`config.mk`:
```
export PLATFORM = sky130hd
export DESIGN_NAME = ctpl_cmp
export DESIGN_NICKNAME = d
export VERILOG_FILES = /design/src/rtl/core/ctpl_pkg.sv /design/src/rtl/core/ctpl_cmp.sv
export SDC_FILE = /design/constraint.sdc
export NUM_CORES = 1
export LEC_CHECK = 0
export ABC_CLOCK_PERIOD_IN_PS = 1200
export BUFFER_PORTS_ARGS = -buffer_cell sky130_fd_sc_hd__buf_2
export CAP_MARGIN = 5
export CORE_AREA = 10 10 316 318
export DETAILED_ROUTE_END_ITERATION = 7
export DIE_AREA = 0 0 326 328
export PLACE_DENSITY = 0.32
export SYNTH_ARGS = -nofsm -noshare
export SYNTH_HDL_FRONTEND = slang
export SYNTH_SLANG_ARGS = --single-unit
```
`constraint.sdc`:
```
create_clock -name vclk -period 1.2
set_input_delay 0.06 -clock vclk [all_inputs]
set_output_delay 0.06 -clock vclk [all_outputs]
set_load 0.005 [all_outputs]
```
`src/rtl/core/ctpl_pkg.sv`:
```
`timescale 1ns / 1ps

package ctpl_pkg;

	// Table geometry
	localparam int SLOTS     = 32;
	localparam int KEY_BYTES = 32;
	localparam int WORD_W    = 64;
	localparam int KEY_W     = 4 * WORD_W;
	localparam int SLOT_W    = $clog2(SLOTS);
	localparam int CNT_W     = $clog2(SLOTS + 1);
	localparam int PLEN_W    = 6;
	localparam int ORD_W     = 8;
	localparam int TIME_W    = 32;
	localparam int PAY_W     = 32;

	typedef logic [KEY_W-1:0] key_t;

	// Operation codes
	typedef enum logic [1:0] {
		OP_UPSERT = 2'd0,
		OP_FIND   = 2'd1,
		OP_REMOVE = 2'd2,
		OP_READ   = 2'd3
	} op_t;

	// Upsert outcome codes
	localparam logic [1:0] KIND_UPDATE = 2'd0;
	localparam logic [1:0] KIND_FREE   = 2'd1;
	localparam logic [1:0] KIND_EVICT  = 2'd2;

	// One stored record
	typedef struct packed {
		key_t              key;
		logic [TIME_W-1:0] rtime;
		logic [PAY_W-1:0]  payload;
	} rec_t;

	// Status from the shared compare unit
	typedef struct packed {
		logic key_eq;
		logic time_lt;
	} cmp_t;

	// Mask over the first nbytes key bytes; byte 0 sits in the top bits
	function automatic key_t prefix_mask(input logic [PLEN_W-1:0] nbytes);
		key_t m;
		m = '0;
		for (int b = 0; b < KEY_BYTES; b++) begin
			if (PLEN_W'(b) < nbytes) begin
				m[KEY_W-1-8*b -: 8] = 8'hFF;
			end
		end
		return m;
	endfunction

	localparam key_t KEY_MASK = prefix_mask(PLEN_W'(KEY_BYTES));

endpackage

```
`src/rtl/core/ctpl_cmp.sv`:
```
`timescale 1ns / 1ps

// Shared compare unit: masked key match and timestamp order for one slot
module ctpl_cmp (
	input  ctpl_pkg::key_t                  row_key,
	input  ctpl_pkg::key_t                  key,
	input  ctpl_pkg::key_t                  mask,
	input  logic [ctpl_pkg::TIME_W-1:0]     row_time,
	input  logic [ctpl_pkg::TIME_W-1:0]     oldest,
	output ctpl_pkg::cmp_t                  res
);

	// Compare only the bytes under the mask
	assign res.key_eq  = ((row_key ^ key) & mask) == '0;
	// Strictly older keeps the lowest index on ties
	assign res.time_lt = row_time < oldest;

endmodule

```
==> metrics.cfg <==
[pwr]
p_sw_mw = 1.67
p_seq_frac = 0
leakage_nw = 5.46
p_int_mw = 1.82
clkPwrFrac = 0
sw_frac_of_total = 0.478
combPwrFrac = 1.000
p_per_area_nw_per_um2 = 334
fin_total_pwr_mw = 3.49
ir_drop_mv = 0.0979

[yosys]
synth-compound-area-share = 0.273
syn-cell-area_um2 = 4250
syn_inst = 531
yosysSeqAreaShare = 0
ys_types = 15
synthesis.nets = 1394
synthXorXnorAreaFrac = 0.528
yosys.area_share.simple = 0.0802
muxShareOfSynthArea = 0
synth_fa_ha_area_frac = 0.0914
synth_top_family_by_area = XOR/XNOR gates
ys_warn_count = 0
synth_area_per_cell_um2 = 7.99

[die]
initial_utilization = 0.0456
ioPinCount = 834
die_w_um = 326
coreArea_um2 = 93000
rows = 112
dieArea_um2 = 107000
dieHeight_um = 328

[worst_setup_path]
cp_data_required_time_ns = 1.14
critPathKind = in -> out
cp-startpoint = key[150]
critical_path_arrival_ns = 2.31
setup.worst_path.start_class = input port
crit_fanout = 1
worst_setup_path_end_kind = output port

[timing]
hold_viol = 0
slew-limit-headroom = 0.594
fin_tns_setup_ns = -1.40
timing.final.crit_share = 1.97
setup_viol = 2
worst_pin_slew_ns = 0.607
setup_ws_ns = -1.17
slew_violations = 0
fmax_ghz = 0.422
min_period_ns = 2.37
rsz0062_at_grt = yes

[final_layout]
drive_gt1_frac = 0.638
area_delta_synth_final_pct = 146
multi_input_area_um2 = 4290
n_clock_buffer = 0
layout.nets = 2257
design.seq.count = 0
final_common_cell = buf_2
fin_util = 0.112
nFillCells = 11100
final_cell_mix = buf_2 (825), xor2_1 (255), a22oi_1 (127)
seqCellArea_um2 = 0

[worst_hold_path]
hold_path.class = in -> out
hold_path_depth = 7
whs_endpoint = res[1]
min_from = mask[149]

[run_status]
status = complete, but fails checks
violations = negative setup slack

[drt]
drtIter0Drc = 282
drcViolationCount = 0
vias_per_cell = 3.00
wl_um = 72300
num_vias = 7963
drt-wirelength-per-cell_um = 27.3
antenna_left = 0
drt_pre_antenna_iters = 5

[placed_design]
io_buffers = 834
place_congestion = 0.852
dpl.hpwl_um = 70800

[run]
cap_viol_max_count = 0

[global_route]
antenna_found_initial = 93
grt_pass1_vias = 8725
grt_overflow_total = 0
grt_first_pass_wirelength_um = 89400
grt_max_degree = 4
track_usage = 0.126

-- power groups by stage --
| stage | Sequential (mW) | Clock, mW | Combinational (mW) |
|---|---|---|---|
| 5_1_grt | 0 | 0.000000112 | 3.82 |
| 4_1_cts | 0 | 0 | 3.54 |
| 6_report | 0 | 0.000000820 | 3.49 |
| 3_5_place_dp | 0 | 0 | 3.45 |
| 3_3_place_gp | 0 | 0 | 3.45 |
| 2_1_floorplan | 0 | 0 | 1.11 |
-- how the worst max path moves through the flow --
stage / endpoint / slack [ns] / depth (start not counted)
finish: res[1] / -1.17 / 10
global route: res[1] / -1.53 / 10
CTS: res[1] / -1.55 / 10
detailed placement: res[1] / -2.13 / 10
global placement: res[1] / -2.12 / 10
floorplan: res[0] / 0.002 / 8
-- repair_timing --
action | 4_1_cts | 5_1_grt
gates resized for setup | 32 | 9
hold buffers | 0 | 0
pin swaps | 13 | 6
hold endpoints to repair | 0 | 0
setup endpoints to repair | 2 | 2
setup buffers | 0 | 0
-- cells by family (layout without fill, tap and decap cells) --
kind of cell | Yosys count | after routing
xor gates and xnor gates | 256 | 256
AOI/OAI and AO/OA | 158 | 158
and+or+nand+nor | 55 | 55
buffers and inverters | 31 | 892
other | 0 | 7
adders and majority gates | 31 | 31
-- worst max-delay path, cell delays in order --
cell and delay [ns]:
buf_6 0.09, xor2_2 0.17, a22oi_2 0.50, nand4_1 0.43, buf_4 0.28, nor4_4 0.11, nand4_1 0.25, buf_6 0.21
nor2_4 0.08, buf_6 0.10
-- cell type report --
class,instances,area share
inverters,31,0.0116
repair buffers,861,0.426
diodes,7,0.00168
multi-input cells,500,0.411
well taps,1254,0.150
-- through the flow --
step / instances / area [µm²] / hold WS, ns / setup slack (ns)
after floorplan: 531 / 4260 / 0.360 / 0.00202
after global placement: 2646 / 10200 / 0.640 / -2.12
after detailed placement: 2646 / 10200 / 0.636 / -2.13
after CTS: 2646 / 10400 / 0.648 / -1.55
after global routing: 2647 / 10400 / 0.745 / -1.53
final: 2653 / 10400 / 0.678 / -1.17
-- per-layer routing --
| metal | global-route usage | vias up | wire [µm] |
|---|---|---|---|
| met5 | 0 | - | 266 |
| met4 | 0 | 36 | 810 |
| met3 | 0.0336 | 154 | 5340 |
| met2 | 0.210 | 610 | 32900 |
| met1 | 0.169 | 3450 | 33000 |
| li1 | - | 3713 | - |
-- synthesized netlist by cell type (all sizes together) --
cell / number / area, µm²
a211oi: 1 / 7.51
a21boi: 1 / 7.51
a21o: 16 / 120
a21oi: 8 / 40.0
a22oi: 128 / 961
ha: 31 / 388
inv: 31 / 116
nand2b: 1 / 6.26
nand4: 41 / 257
nor2: 4 / 15.0
nor4: 9 / 62.6
o21ai: 3 / 15.0
o31ai: 1 / 7.51
xor2: 256 / 2240
(Power assumes the default switching activity.)
